File: config.mk
export PLATFORM = sky130hd
export DESIGN_NAME = gregorian_date_arithmetic
export DESIGN_NICKNAME = d
export VERILOG_FILES = /design/src/sv/gda_pkg.sv /design/src/sv/gregorian_date_arithmetic.sv /design/src/sv/gda_ctrl.sv /design/src/sv/gda_datapath.sv
export SDC_FILE = /design/constraint.sdc
export NUM_CORES = 1
export LEC_CHECK = 0
export BUFFER_PORTS_ARGS = -buffer_cell sky130_fd_sc_hd__clkbuf_2
export CORE_UTILIZATION = 55
export DETAILED_ROUTE_END_ITERATION = 6
export PLACE_DENSITY = 0.74
export REMOVE_ABC_BUFFERS = 1
export SLEW_MARGIN = 0
export SYNTH_ARGS = -nofsm -noshare
export SYNTH_HDL_FRONTEND = slang
export SYNTH_HIERARCHICAL = 1
export SYNTH_SLANG_ARGS = --single-unit
File: constraint.sdc
create_clock -name i_clk -period 12.8 [get_ports i_clk]
set_input_delay 0.64 -clock i_clk [delete_from_list [all_inputs] [get_ports i_clk]]
set_output_delay 0.64 -clock i_clk [all_outputs]
set_load 0.02 [all_outputs]
File: src/sv/gda_pkg.sv
// Shared types, widths, codes and calendar helpers for the Gregorian date unit.
// No dependencies; imported by the controller, the datapath and the top level.

package gda_pkg;

    // field widths
    localparam int OP_W    = 3;
    localparam int DAY_W   = 5;
    localparam int MON_W   = 4;
    localparam int YEAR_W  = 14;
    localparam int ORD_W   = 2;
    localparam int DIST_W  = 23;
    // walking year can pass the largest input year by one
    localparam int WYEAR_W = YEAR_W + 1;
    // compare width for year + 1 against the year limit
    localparam int YCMP_W  = 17;
    // step count: whole input year range in days fits below 2**24
    localparam int CNT_W   = 24;
    localparam int INC_W   = 9;

    localparam int unsigned DEF_MAX_YEAR = 9999;

    // largest distance magnitude the result field carries
    localparam logic [DIST_W-1:0] DIST_SAT = {1'b0, {(DIST_W-1){1'b1}}};

    // operation codes
    localparam logic [OP_W-1:0] OP_VALIDATE = 3'd0;
    localparam logic [OP_W-1:0] OP_NEXT     = 3'd1;
    localparam logic [OP_W-1:0] OP_PREV     = 3'd2;
    localparam logic [OP_W-1:0] OP_COMPARE  = 3'd3;
    localparam logic [OP_W-1:0] OP_DISTANCE = 3'd4;

    // ordering codes (signed two-bit)
    localparam logic [ORD_W-1:0] ORD_LT = 2'b11;
    localparam logic [ORD_W-1:0] ORD_EQ = 2'b00;
    localparam logic [ORD_W-1:0] ORD_GT = 2'b01;

    localparam logic [MON_W-1:0] MON_JAN = 4'd1;
    localparam logic [MON_W-1:0] MON_FEB = 4'd2;
    localparam logic [MON_W-1:0] MON_APR = 4'd4;
    localparam logic [MON_W-1:0] MON_JUN = 4'd6;
    localparam logic [MON_W-1:0] MON_SEP = 4'd9;
    localparam logic [MON_W-1:0] MON_NOV = 4'd11;
    localparam logic [MON_W-1:0] MON_DEC = 4'd12;

    // multiplicative inverse of 25 modulo 2**14, and floor((2**14-1)/25)
    localparam logic [YEAR_W-1:0] INV25    = 14'd7209;
    localparam logic [YEAR_W-1:0] DIV25_LIM = 14'd655;

    // controller to datapath
    typedef struct packed {
        logic load;
        logic step;
        logic finish;
    } t_dp_cmd;

    // datapath to controller
    typedef struct packed {
        logic is_dist;
        logic walk_done;
        logic out_free;
    } t_dp_status;

    // 4/100/400 rule; divisibility by 25 by the modular-inverse test
    function automatic logic is_leap(input logic [YEAR_W-1:0] y);
        logic [2*YEAR_W-1:0] prod;
        logic                div25;
        prod  = y * INV25;
        div25 = (prod[YEAR_W-1:0] <= DIV25_LIM);
        return (y[1:0] == 2'b00) && (!div25 || (y[3:0] == 4'd0));
    endfunction

    // days in month; any code other than the short months counts 31
    function automatic logic [DAY_W-1:0] month_len(input logic [MON_W-1:0] m,
                                                   input logic leap);
        logic [DAY_W-1:0] len;
        len = 5'd31;
        if (m == MON_APR || m == MON_JUN || m == MON_SEP || m == MON_NOV) begin
            len = 5'd30;
        end else if (m == MON_FEB) begin
            len = leap ? 5'd29 : 5'd28;
        end
        return len;
    endfunction

endpackage

File: src/sv/gregorian_date_arithmetic.sv
// Gregorian date unit: validate, next day, previous day, compare, day distance.
// Operands are registered on accept; the result goes to the output register once it is free.
// Distance first runs walk steps (one per whole year skipped, up to two per month crossed).
// Throughput: one item at a time; a new item is taken the cycle after the result
// is written, while that result may still wait in the output register.
// Reset: synchronous active-low i_rst_n clears the controller and output valid.

module gregorian_date_arithmetic
    import gda_pkg::*;
#(
    parameter int unsigned MAX_YEAR = DEF_MAX_YEAR
) (
    input  logic                     i_clk,
    input  logic                     i_rst_n,
    input  logic                     i_valid,
    output logic                     o_stall,
    input  logic [OP_W-1:0]          i_operation,
    input  logic [DAY_W-1:0]         i_day_a,
    input  logic [MON_W-1:0]         i_month_a,
    input  logic [YEAR_W-1:0]        i_year_a,
    input  logic [DAY_W-1:0]         i_day_b,
    input  logic [MON_W-1:0]         i_month_b,
    input  logic [YEAR_W-1:0]        i_year_b,
    output logic                     o_valid,
    input  logic                     i_stall,
    output logic [DAY_W-1:0]         o_result_day,
    output logic [MON_W-1:0]         o_result_month,
    output logic [YEAR_W-1:0]        o_result_year,
    output logic                     o_date_valid,
    output logic signed [ORD_W-1:0]  o_ordering,
    output logic signed [DIST_W-1:0] o_day_distance,
    output logic                     o_range_error
);

    t_dp_cmd    dp_cmd;
    t_dp_status dp_sts;

    // sequence load, walk and finish
    gda_ctrl u_ctrl (
        .i_clk   (i_clk),
        .i_rst_n (i_rst_n),
        .i_valid (i_valid),
        .o_stall (o_stall),
        .i_sts   (dp_sts),
        .o_cmd   (dp_cmd)
    );

    // operand, walker and output registers
    gda_datapath #(
        .MAX_YEAR (MAX_YEAR)
    ) u_datapath (
        .i_clk          (i_clk),
        .i_rst_n        (i_rst_n),
        .i_cmd          (dp_cmd),
        .o_sts          (dp_sts),
        .i_operation    (i_operation),
        .i_day_a        (i_day_a),
        .i_month_a      (i_month_a),
        .i_year_a       (i_year_a),
        .i_day_b        (i_day_b),
        .i_month_b      (i_month_b),
        .i_year_b       (i_year_b),
        .o_valid        (o_valid),
        .i_stall        (i_stall),
        .o_result_day   (o_result_day),
        .o_result_month (o_result_month),
        .o_result_year  (o_result_year),
        .o_date_valid   (o_date_valid),
        .o_ordering     (o_ordering),
        .o_day_distance (o_day_distance),
        .o_range_error  (o_range_error)
    );

endmodule

File: src/sv/gda_ctrl.sv
// Controller state machine for the Gregorian date unit.
// Depends on gda_pkg for the command and status structs.

module gda_ctrl
    import gda_pkg::*;
(
    input  logic       i_clk,
    input  logic       i_rst_n,
    input  logic       i_valid,
    output logic       o_stall,
    input  t_dp_status i_sts,
    output t_dp_cmd    o_cmd
);

    typedef enum logic {S_IDLE, S_RUN} t_state;

    t_state r_state;
    t_state n_state;

    // decode next state and datapath commands
    always_comb begin
        n_state      = r_state;
        o_cmd        = '0;
        case (r_state)
            S_IDLE: begin
                if (i_valid) begin
                    o_cmd.load = 1'b1;
                    n_state    = S_RUN;
                end
            end
            S_RUN: begin
                if (!i_sts.is_dist || i_sts.walk_done) begin
                    if (i_sts.out_free) begin
                        o_cmd.finish = 1'b1;
                        n_state      = S_IDLE;
                    end
                end else begin
                    o_cmd.step = 1'b1;
                end
            end
            default: begin
                n_state = S_IDLE;
            end
        endcase
    end

    // hold state
    always_ff @(posedge i_clk) begin
        if (!i_rst_n) begin
            r_state <= S_IDLE;
        end else begin
            r_state <= n_state;
        end
    end

    // take a new item only when idle
    assign o_stall = (r_state != S_IDLE);

endmodule

File: src/sv/gda_datapath.sv
// Datapath of the Gregorian date unit: operand registers, date walker with
// step counter, single-step logic and the output register. Depends on gda_pkg.

module gda_datapath
    import gda_pkg::*;
#(
    parameter int unsigned MAX_YEAR = DEF_MAX_YEAR
) (
    input  logic                     i_clk,
    input  logic                     i_rst_n,
    input  t_dp_cmd                  i_cmd,
    output t_dp_status               o_sts,
    input  logic [OP_W-1:0]          i_operation,
    input  logic [DAY_W-1:0]         i_day_a,
    input  logic [MON_W-1:0]         i_month_a,
    input  logic [YEAR_W-1:0]        i_year_a,
    input  logic [DAY_W-1:0]         i_day_b,
    input  logic [MON_W-1:0]         i_month_b,
    input  logic [YEAR_W-1:0]        i_year_b,
    output logic                     o_valid,
    input  logic                     i_stall,
    output logic [DAY_W-1:0]         o_result_day,
    output logic [MON_W-1:0]         o_result_month,
    output logic [YEAR_W-1:0]        o_result_year,
    output logic                     o_date_valid,
    output logic signed [ORD_W-1:0]  o_ordering,
    output logic signed [DIST_W-1:0] o_day_distance,
    output logic                     o_range_error
);

    localparam logic [YCMP_W-1:0] MAX_Y = YCMP_W'(MAX_YEAR);

    // operand registers
    logic [OP_W-1:0]    r_op;
    logic [DAY_W-1:0]   r_da;
    logic [MON_W-1:0]   r_ma;
    logic [YEAR_W-1:0]  r_ya;
    logic [ORD_W-1:0]   r_ord;
    logic               r_neg;
    // walker and target
    logic [DAY_W-1:0]   r_wd, n_wd;
    logic [MON_W-1:0]   r_wm, n_wm;
    logic [WYEAR_W-1:0] r_wy, n_wy;
    logic [DAY_W-1:0]   r_td;
    logic [MON_W-1:0]   r_tm;
    logic [WYEAR_W-1:0] r_ty;
    logic [CNT_W-1:0]   r_cnt;
    logic               r_err;
    logic               r_out_valid;

    // input compare
    logic               in_lt, in_gt;
    logic [ORD_W-1:0]   in_ord;

    // walker step logic
    logic               w_leap;
    logic [DAY_W-1:0]   w_len;
    logic [DAY_W-1:0]   w_tgt;
    logic [YCMP_W-1:0]  w_yinc;
    logic               w_year_over;
    logic               w_before;
    logic               w_year_jump;
    logic               w_err;
    logic [INC_W-1:0]   w_inc;

    // single step of A
    logic               a_leap;
    logic [DAY_W-1:0]   a_len;
    logic [MON_W-1:0]   a_mdec;
    logic               a_valid;
    logic [DAY_W-1:0]   s_d;
    logic [MON_W-1:0]   s_m;
    logic [YEAR_W-1:0]  s_y;
    logic               s_err;

    // distance result
    logic [DIST_W-1:0]  dist_mag;
    logic [DIST_W-1:0]  dist_val;

    // order the incoming dates by year, month, day
    always_comb begin
        in_lt = (i_year_a < i_year_b) ||
                ((i_year_a == i_year_b) && ((i_month_a < i_month_b) ||
                 ((i_month_a == i_month_b) && (i_day_a < i_day_b))));
        in_gt = (i_year_a > i_year_b) ||
                ((i_year_a == i_year_b) && ((i_month_a > i_month_b) ||
                 ((i_month_a == i_month_b) && (i_day_a > i_day_b))));
        in_ord = in_lt ? ORD_LT : (in_gt ? ORD_GT : ORD_EQ);
    end

    // one walk iteration: whole year, fill of month, or month boundary
    always_comb begin
        n_wd        = r_wd;
        n_wm        = r_wm;
        n_wy        = r_wy;
        w_inc       = '0;
        w_err       = 1'b0;
        w_tgt       = '0;
        w_leap      = is_leap(r_wy[YEAR_W-1:0]);
        w_len       = month_len(r_wm, w_leap);
        w_yinc      = {{(YCMP_W-WYEAR_W){1'b0}}, r_wy} + YCMP_W'(1);
        w_year_over = (w_yinc > MAX_Y);
        w_before    = (r_wy < r_ty) ||
                      ((r_wy == r_ty) && ((r_wm < r_tm) ||
                       ((r_wm == r_tm) && (r_wd < r_td))));
        w_year_jump = (r_wm == MON_JAN) && (r_wd == 5'd1) && (r_wy < r_ty);
        if (w_year_jump) begin
            if (w_year_over) begin
                w_err = 1'b1;
            end else begin
                w_inc = w_leap ? 9'd366 : 9'd365;
                n_wy  = r_wy + WYEAR_W'(1);
            end
        end else if (r_wd < w_len) begin
            w_tgt = ((r_wy == r_ty) && (r_wm == r_tm) && (r_td < w_len)) ? r_td : w_len;
            w_inc = {{(INC_W-DAY_W){1'b0}}, w_tgt - r_wd};
            n_wd  = w_tgt;
        end else if (r_wm < MON_DEC) begin
            w_inc = 9'd1;
            n_wd  = 5'd1;
            n_wm  = r_wm + MON_W'(1);
        end else if (w_year_over) begin
            w_err = 1'b1;
        end else begin
            w_inc = 9'd1;
            n_wd  = 5'd1;
            n_wm  = MON_JAN;
            n_wy  = r_wy + WYEAR_W'(1);
        end
    end

    // next or previous day of A, and validity of A
    always_comb begin
        a_leap  = is_leap(r_ya);
        a_len   = month_len(r_ma, a_leap);
        a_mdec  = r_ma - MON_W'(1);
        a_valid = (r_ya != '0) && (r_ma >= MON_JAN) && (r_ma <= MON_DEC) &&
                  (r_da != '0) && (r_da <= a_len);
        s_d     = r_da;
        s_m     = r_ma;
        s_y     = r_ya;
        s_err   = 1'b0;
        if (r_op == OP_NEXT) begin
            if (r_da < a_len) begin
                s_d = r_da + DAY_W'(1);
            end else if (r_ma < MON_DEC) begin
                s_d = 5'd1;
                s_m = r_ma + MON_W'(1);
            end else if (({{(YCMP_W-YEAR_W){1'b0}}, r_ya} + YCMP_W'(1)) > MAX_Y) begin
                s_err = 1'b1;
            end else begin
                s_d = 5'd1;
                s_m = MON_JAN;
                s_y = r_ya + YEAR_W'(1);
            end
        end else begin
            if (r_da != 5'd1) begin
                s_d = r_da - DAY_W'(1);
            end else if (r_ma != MON_JAN) begin
                s_m = a_mdec;
                s_d = month_len(a_mdec, a_leap);
            end else if (r_ya < 14'd2) begin
                s_err = 1'b1;
            end else begin
                s_m = MON_DEC;
                s_d = 5'd31;
                s_y = r_ya - YEAR_W'(1);
            end
        end
    end

    // saturate and sign the step count; zero on a range error
    always_comb begin
        if (r_cnt > {{(CNT_W-DIST_W){1'b0}}, DIST_SAT}) begin
            dist_mag = DIST_SAT;
        end else begin
            dist_mag = r_cnt[DIST_W-1:0];
        end
        if (r_err) begin
            dist_val = '0;
        end else if (r_neg) begin
            dist_val = '0 - dist_mag;
        end else begin
            dist_val = dist_mag;
        end
    end

    // capture operands; walk from the earlier date toward the later one
    always_ff @(posedge i_clk) begin
        if (i_cmd.load) begin
            r_op  <= i_operation;
            r_da  <= i_day_a;
            r_ma  <= i_month_a;
            r_ya  <= i_year_a;
            r_ord <= in_ord;
            r_neg <= in_gt;
            r_cnt <= '0;
            if (in_gt) begin
                r_wd <= i_day_b;
                r_wm <= i_month_b;
                r_wy <= {1'b0, i_year_b};
                r_td <= i_day_a;
                r_tm <= i_month_a;
                r_ty <= {1'b0, i_year_a};
            end else begin
                r_wd <= i_day_a;
                r_wm <= i_month_a;
                r_wy <= {1'b0, i_year_a};
                r_td <= i_day_b;
                r_tm <= i_month_b;
                r_ty <= {1'b0, i_year_b};
            end
        end else if (i_cmd.step && !w_err) begin
            r_wd  <= n_wd;
            r_wm  <= n_wm;
            r_wy  <= n_wy;
            r_cnt <= r_cnt + CNT_W'(w_inc);
        end
    end

    // hold the range flag of the walk
    always_ff @(posedge i_clk) begin
        if (!i_rst_n) begin
            r_err <= 1'b0;
        end else if (i_cmd.load) begin
            r_err <= 1'b0;
        end else if (i_cmd.step && w_err) begin
            r_err <= 1'b1;
        end
    end

    // output valid: set on finish, drop when taken
    always_ff @(posedge i_clk) begin
        if (!i_rst_n) begin
            r_out_valid <= 1'b0;
        end else if (i_cmd.finish) begin
            r_out_valid <= 1'b1;
        end else if (!i_stall) begin
            r_out_valid <= 1'b0;
        end
    end

    // output payload
    always_ff @(posedge i_clk) begin
        if (i_cmd.finish) begin
            o_date_valid   <= a_valid;
            o_ordering     <= r_ord;
            o_result_day   <= '0;
            o_result_month <= '0;
            o_result_year  <= '0;
            o_day_distance <= '0;
            o_range_error  <= 1'b0;
            case (r_op)
                OP_NEXT, OP_PREV: begin
                    o_result_day   <= s_err ? r_da : s_d;
                    o_result_month <= s_err ? r_ma : s_m;
                    o_result_year  <= s_err ? r_ya : s_y;
                    o_range_error  <= s_err;
                end
                OP_DISTANCE: begin
                    o_day_distance <= dist_val;
                    o_range_error  <= r_err;
                end
                default: begin
                    o_range_error <= 1'b0;
                end
            endcase
        end
    end

    assign o_valid         = r_out_valid;
    assign o_sts.is_dist   = (r_op == OP_DISTANCE);
    assign o_sts.walk_done = r_err || !w_before;
    assign o_sts.out_free  = !r_out_valid || !i_stall;

endmodule

==> impl_summary.log, run 1 <==
[metrics] post-synth design cell area: between 10000 and 15000 sq um
[metrics] Min Clock Period, post-route: 8.24 ns
[metrics] Residual DRC: 0
[metrics] drt via density: 5.94
[metrics] via count: 10849
[metrics] slowest cell delay on critical path: approximately 0.6 ns
[metrics] endpoint required time on the critical path: 13.13 ns
[metrics] number of instances in the synthesized netlist: 1416
[metrics] hold violation count in the final report: 0
[metrics] Initial Util: 56.1%
[metrics] H-tree Lvls: 4
[metrics] Post-DP HPWL: 24300 um
[metrics] height of the chip: 157 um
[metrics] fillcell total: roughly 2000
[metrics] worst hold path type: in -> reg
[metrics] DRT Wirelength: 32300 um
[metrics] GRT Util Overall: 27.2%
[metrics] area share of the largest cell type after synthesis: between 20 and 30%
[metrics] Core Footprint: 23500 sq um
[metrics] CTS tree: yes
[metrics] proportion of register bits with asynchronous set or reset after synthesis: 0%
[metrics] Routability Congestion: 0.953
[metrics] leakage power summed over all cells: 6.31 nW
[metrics] kind of start point of the critical path: register
[metrics] pins over their slew limit: 0
[metrics] count of flip-flops with a built-in enable after synthesis: 126
[metrics] arrival time of data at the critical path endpoint: 8.57 ns
[metrics] worst slew pin tran: 1.08 ns
[metrics] number of detailed-routing iterations run before antenna repair: 7
[metrics] largest net degree at the start of global routing: 57
[metrics] std cell rows: 56
[metrics] layout cells sized above 1: 13.7%
[metrics] worst-case headroom to the max-slew limit: 27.7%
[metrics] layout overhead on the synthesized area: 10.7%
[metrics] number of buffers added for setup after CTS: 0
[metrics] antenna violations before repair: 1
[metrics] antenna viol nets, final: 0
[metrics] hold_ws: 0.383 ns
[metrics] top post-synthesis cells by count: 160 x sky130_fd_sc_hd__inv_1, 159 x sky130_fd_sc_hd__ha_1, 126 x sky130_fd_sc_hd__edfxtp_1, 116 x sky130_fd_sc_hd__nor2_1, 92 x sky130_fd_sc_hd__nand2_1
[metrics] clk slew on worst S/H paths: 0.07 ns
[metrics] outcome: finished clean
[metrics] number of max-cap violations: 0
[metrics] ys flop type: sky130_fd_sc_hd__edfxtp_1
[metrics] Buffers on Ports: 104
[metrics] per-cell routed wire length: 17.7 um
[metrics] Crit. End Element: register
[metrics] worst ir drop on vdd: 0.0952 mV
[metrics] total of cells resized after clock tree synthesis: 0
[metrics] CTS Sinks: 153
[metrics] number of I/O pins: around 110
[metrics] cell repeated most along the worst path: sky130_fd_sc_hd__ha_1
[metrics] number of warnings printed during yosys synthesis: 6
[metrics] biggest area consumer among synthesized cells: sky130_fd_sc_hd__edfxtp_1
[metrics] post-route clock period utilization: 64.3%
[metrics] CTS Buf Count: 17
[metrics] maximum number of buffers from clock root to sink: 2
[metrics] number of different library cells in the post-synthesis netlist: 82
[metrics] Net count, final: 1729
[metrics] Max Clock Freq: 0.121 GHz
[metrics] flip-flop and latch count after synthesis: 153
[metrics] leftover overflow at the end of global routing: 0
[metrics] wire length of the first global-routing pass: 52400 um
[metrics] quantity of hold-fixing buffers added after cts: 0
[metrics] setup repair after global routing missed its margin: no
[metrics] cell at the slowest stage of the critical path: sky130_fd_sc_hd__fa_1
[metrics] CP Class: reg -> reg
[metrics] First DRT Iteration DRCs: roughly 1100
[metrics] total die area: 24600 sq um
[metrics] insertion delay to the later sink of the worst-skew pair: 0.44 ns
[metrics] setup_tns: 0 ns
[metrics] largest fanout on the critical path: 9
[metrics] skew final: 0.0159 ns
[metrics] clock tree root driver cell: sky130_fd_sc_hd__clkbuf_16
[metrics] Power per Cell Area: 124 nW/um^2
[metrics] horizontal die dimension: ~160 um
[metrics] top-count cell post-synth: sky130_fd_sc_hd__inv_1
[metrics] vias in the first global route: 10242
[metrics] proportion of synthesized chip area in sequential cells: 32.8%
[metrics] Syn Area/Cell: 9.30 sq um
[metrics] Setup violations, final: 0
[metrics] cells taking the most area after synthesis: sky130_fd_sc_hd__edfxtp_1 29%, sky130_fd_sc_hd__ha_1 15%, sky130_fd_sc_hd__inv_1 4.6%
[area by class of cell]
class,instances,area [sq um],share of cell area (%)
Tap cell,319,399,2.74
Antenna cell,1,2.50,0.0172
Clock inverter,14,189,1.30
Multi-Input combinational cell,1048,8040,55.2
Inverter,160,601,4.12
Clock buffer,18,429,2.94
Timing Repair Buffer,113,588,4.04
Sequential cell,153,4320,29.7
[worst max-delay path, delay by kind of cell, from the launching register on]
| family | cells | cell delay [ns] |
|---|---|---|
| xor gates and xnor gates | 2 | 0.32 |
| adders and majority gates | 9 | 3.19 |
| DFF | 1 | 0.55 |
| and+or+nand+nor | 5 | 1.31 |
| buffers and inverters | 4 | 0.20 |
| muxes | 1 | 0.38 |
| AOI/OAI and AO/OA | 12 | 2.20 |
[power breakdown]
group          leakage [nW]  internal, mW  switching [mW]
Clock                 0.296         0.312           0.219
Sequential             1.42         0.583          0.0422
Combinational          4.59         0.282           0.363
Total                  6.31          1.18           0.624
[per-stage QoR]
stage               instance area [sq um]  setup WS, ns  cells  utilization (%)  power [mW]
detailed placement                  14000          4.62   1793             59.4        1.27
floorplan                           12900          5.18   1361                -        1.12
finish                              14600          4.56   1826             62.1        1.80
global placement                    14000          4.82   1793             59.4        1.25
CTS                                 14600          4.60   1825             62.1        1.81
global route                        14600          4.12   1826             62.1        1.92
[metal layers]
layer	GRT usage, %	share of wire (%)
met4	9.24	2.2
met5	0	0
met2	44.6	48
met3	4.43	6.1
met1	36.4	44
[kinds of logic after synthesis]
family                     synth area share [%]
xor gates and xnor gates                   4.73
adders and majority gates                  18.8
muxes                                      5.94
buffers and inverters                      6.24
and+or+nand+nor                            16.0
DFF                                        32.8
AOI/OAI and AO/OA                          15.4
[registers in the layout, indices dropped and copies added (netlist names), 2 cells and up]
register	cells
u_datapath/r_ma	4
u_datapath/r_op	3
u_datapath/r_wy	15
u_datapath/o_result_year	14
u_datapath/o_result_day	5
u_datapath/r_da	5
u_datapath/r_tm	4
u_datapath/r_ty	14
u_datapath/r_ord	2
u_datapath/r_cnt	24
u_datapath/r_wm	4
u_datapath/r_td	5
u_datapath/r_ya	14
u_datapath/o_day_distance	23
u_datapath/o_result_month	4
u_datapath/o_ordering	2
u_datapath/r_wd	5
[layout by cell type, fill, tap and decap left out, drive strengths merged, types with 17 or more instances in the layout]
cell type	instances
a21oi	83
a31oi	17
clkbuf	122
dfxtp	27
edfxtp	126
fa	24
ha	159
inv	164
mux2	36
mux2i	35
nand2	92
nand2b	17
nand3	39
nand4	21
nor2	116
nor2b	24
nor3	28
o21ai	63
o22ai	21
or3	19
xnor2	51
[worst paths after layout]
path | startpoint | to | slack [ns] | cells past startpoint
min | i_operation[0] | u_datapath/r_op[0] | 0.38 | 1
max | u_datapath/r_wy[0] | u_datapath/r_cnt[18] | 4.56 | 33
max reg2reg | u_datapath/r_wy[0] | u_datapath/r_cnt[18] | 4.56 | 33
min reg2reg | u_datapath/r_ord[1] | u_datapath/o_ordering[1] | 0.48 | 0
(Power assumes the default switching activity.)
==> inputs of run 2 (changes only) <==
Settings changed: PLACE_DENSITY 0.74 to 0.77.
Clock period 12.8 ns to 7.07 ns, I/O delays scaled along.
==> impl_summary.log, run 2 (synthesis gave the netlist of run 1 again) <==
[metrics] arrival time of data at the critical path endpoint: 7.68 ns (-0.89 ns)
[metrics] Post-DP HPWL: 24500 um (+0.67%)
[metrics] Min Clock Period, post-route: 7.35 ns (-0.884 ns)
[metrics] setup repair after global routing missed its margin: yes
[metrics] largest net degree at the start of global routing: 57 (unchanged)
[metrics] number of max-cap violations: 0 (unchanged)
[metrics] Initial Util: 56.1% (unchanged)
[metrics] registers with the most flip-flops: u_datapath/r_cnt: 24 flops, u_datapath/o_day_distance: 23 flops, u_datapath/r_wy: 15 flops
[metrics] leftover overflow at the end of global routing: 0 (unchanged)
[metrics] insertion delay to the later sink of the worst-skew pair: 0.43 ns (about the same)
[metrics] worst ir drop on vdd: 0.130 mV (+36%)
[metrics] antenna violations before repair: 1 (unchanged)
[metrics] maximum number of buffers from clock root to sink: 2 (unchanged)
[metrics] Buffers & Inverters on Critical Path: 6 (+2)
[metrics] Buffers on Ports: 104 (unchanged)
[metrics] Max Clock Freq: 0.136 GHz (+12%)
[metrics] fraction of power consumed by the clock network: 26.8% (-2.7 points)
[metrics] pins over their slew limit: 0 (unchanged)
[metrics] kind of start point of the critical path: register
[metrics] endpoint required time on the critical path: 7.39 ns (-5.74 ns)
[metrics] Crit. End Element: register
[metrics] hold violation count in the final report: 0 (unchanged)
[metrics] largest fanout on the critical path: 6 (-3)
[metrics] vias in the first global route: 10588 (+3.4%)
[metrics] clk slew on worst S/H paths: 0.08 ns (about the same)
[metrics] family of cells with the greatest summed delay on the critical path: adder cells
[metrics] commonest cells after routing, fill and taps aside: 156 x sky130_fd_sc_hd__inv_1, 155 x sky130_fd_sc_hd__ha_1, 126 x sky130_fd_sc_hd__edfxtp_1, 116 x sky130_fd_sc_hd__nor2_1, 104 x sky130_fd_sc_hd__clkbuf_2
[metrics] hold_ws: 0.103 ns (-0.280 ns)
[metrics] antenna viol nets, final: 0 (unchanged)
[metrics] number of I/O pins: 105 (unchanged)
[metrics] slowest cell delay on critical path: 0.51 ns (-0.08 ns)
[metrics] Power per Cell Area: 221 nW/um^2 (+79%)
[metrics] register name with the most flops: u_datapath/r_cnt
[metrics] cell repeated most along the worst path: sky130_fd_sc_hd__a21oi_2
[metrics] clock tree root driver cell: sky130_fd_sc_hd__clkbuf_16
[metrics] layout overhead on the synthesized area: 15.5%
[metrics] skew final: 0.0146 ns (-0.00137 ns)
[metrics] internal power component: 2.16 mW (+84%)
[metrics] proportion of power drawn by flip-flops and latches: 32.8% (-1.9 points)
[metrics] Residual DRC: 0 (unchanged)
[metrics] leakage power summed over all cells: 6.59 nW (+4.5%)
[metrics] quantity of hold-fixing buffers added after cts: 0 (unchanged)
[metrics] worst hold path type: in -> reg
[metrics] fraction of power spent switching nets: 35.8% (+1.2 points)
[metrics] Core Footprint: 23500 sq um (unchanged)
[metrics] CTS tree: yes
[metrics] First DRT Iteration DRCs: 977 (-8.5%)
[metrics] final setup margin: -0.283 ns (-4.85 ns)
[metrics] CP Class: reg -> reg
[metrics] layout cells sized above 1: 19.2% (+5.5 points)
[metrics] DRT Wirelength: 32900 um (+1.9%)
[metrics] overall power after layout: 3.37 mW (+87%)
[metrics] GRT Util Overall: 26.9% (-0.34 points)
[metrics] CTS Buf Count: 17 (unchanged)
[metrics] total die area: 24600 sq um (unchanged)
[metrics] outcome: finished with violations
[metrics] setup_tns: -1.71 ns (-1.71 ns)
[metrics] via count: 11191 (+3.2%)
[metrics] worst-case setup slack after placement: -0.646 ns (-5.27 ns)
[metrics] number of detailed-routing iterations run before antenna repair: 5 (-2)
[metrics] combinational fraction of design power: 40.4% (+4.6 points)
[metrics] worst-case headroom to the max-slew limit: 27.7% (-0.038 points)
[metrics] std cell rows: 56 (unchanged)
[metrics] wire length of the first global-routing pass: 52200 um (-0.42%)
[metrics] cell at the slowest stage of the critical path: sky130_fd_sc_hd__fa_1
[metrics] failing checks: setup timing
[metrics] Setup violations, final: 7 (+7)
[metrics] Psw: 1.21 mW (+93%)
[metrics] horizontal die dimension: 157 um (unchanged)
[metrics] worst slew pin tran: 1.08 ns (+0.000575 ns)
[metrics] Routability Congestion: 0.924 (-3.1%)
[metrics] H-tree Lvls: 4 (unchanged)
[metrics] CTS Sinks: 153 (unchanged)
[metrics] commonest non-fill, non-tap cell in the layout: sky130_fd_sc_hd__inv_1
[metrics] post-route clock period utilization: 104% (+40 points)
[metrics] drt via density: 5.94 (about the same)
[metrics] max reg flops: 24 (unchanged)
[metrics] per-cell routed wire length: 17.5 um (-1.3%)
[metrics] height of the chip: 157 um (unchanged)
[metrics] Net count, final: 1787 (+3.4%)
[run 2: layer usage]
| metal | wire length (um) | GRT usage, % |
|---|---|---|
| met1 | 14400 | 36.3 |
| met2 | 15500 | 43.3 |
| met3 | 1990 | 3.71 |
| met4 | 999 | 10.7 |
| met5 | 0 | 0 |
[run 2: worst register-to-register path, delay by kind of cell, from the launching register on]
family	cells	cell delay, ns
muxes	1	0.33
AOI/OAI and AO/OA	14	2.03
DFF	1	0.44
adders and majority gates	8	2.75
xor gates and xnor gates	2	0.29
buffers and inverters	6	0.49
and+or+nand+nor	3	0.94
[run 2: final cells by class]
cell class / count / area [sq um]
clock inverters: 15 / 159
multi-input cells: 1048 / 8260
well taps: 319 / 399
repair buffers: 171 / 1040
flip-flops and latches: 153 / 4320
fillers: 1840 / 8260
diodes: 1 / 2.50
inverters: 160 / 601
clock buffers: 17 / 425
[run 2: path summary, 6_finish.rpt]
check | from | end | slack (ns) | cells past startpoint
worst min-delay path | i_operation[1] | u_datapath/r_op[1] | 0.10 | 1
worst max register to register | u_datapath/r_wy[0] | u_datapath/r_cnt[16] | -0.28 | 34
worst max-delay path | u_datapath/r_wy[0] | u_datapath/r_cnt[16] | -0.28 | 34
worst min register to register | u_datapath/r_ord[0] | u_datapath/o_ordering[0] | 0.49 | 0
[run 2: what timing repair did]
item | 4_1_cts | 5_1_grt
setup buffers | 5 | 6
setup endpoints to repair | 17 | 17
gates resized for setup | 29 | 29
pin swaps | 42 | 25
[run 2: metrics by stage]
step / area, sq um / utilization, % / instances
2_1_floorplan: 12900 / - / 1361
3_3_place_gp: 14300 / 61.0 / 1842
3_5_place_dp: 14300 / 61.0 / 1842
4_1_cts: 15000 / 64.1 / 1878
5_1_grt: 15200 / 64.8 / 1884
6_report: 15200 / 64.8 / 1884
[run 2: power groups by stage]
| stage | combinational (mW) | clock [mW] | sequential [mW] |
|---|---|---|---|
| 4_1_cts | 1.33 | 0.912 | 1.10 |
| 5_1_grt | 1.53 | 0.944 | 1.11 |
| 3_5_place_dp | 1.30 | 0 | 1.12 |
| 3_3_place_gp | 1.26 | 0 | 1.12 |
| 6_report | 1.36 | 0.902 | 1.11 |
| 2_1_floorplan | 0.880 | 0 | 1.15 |
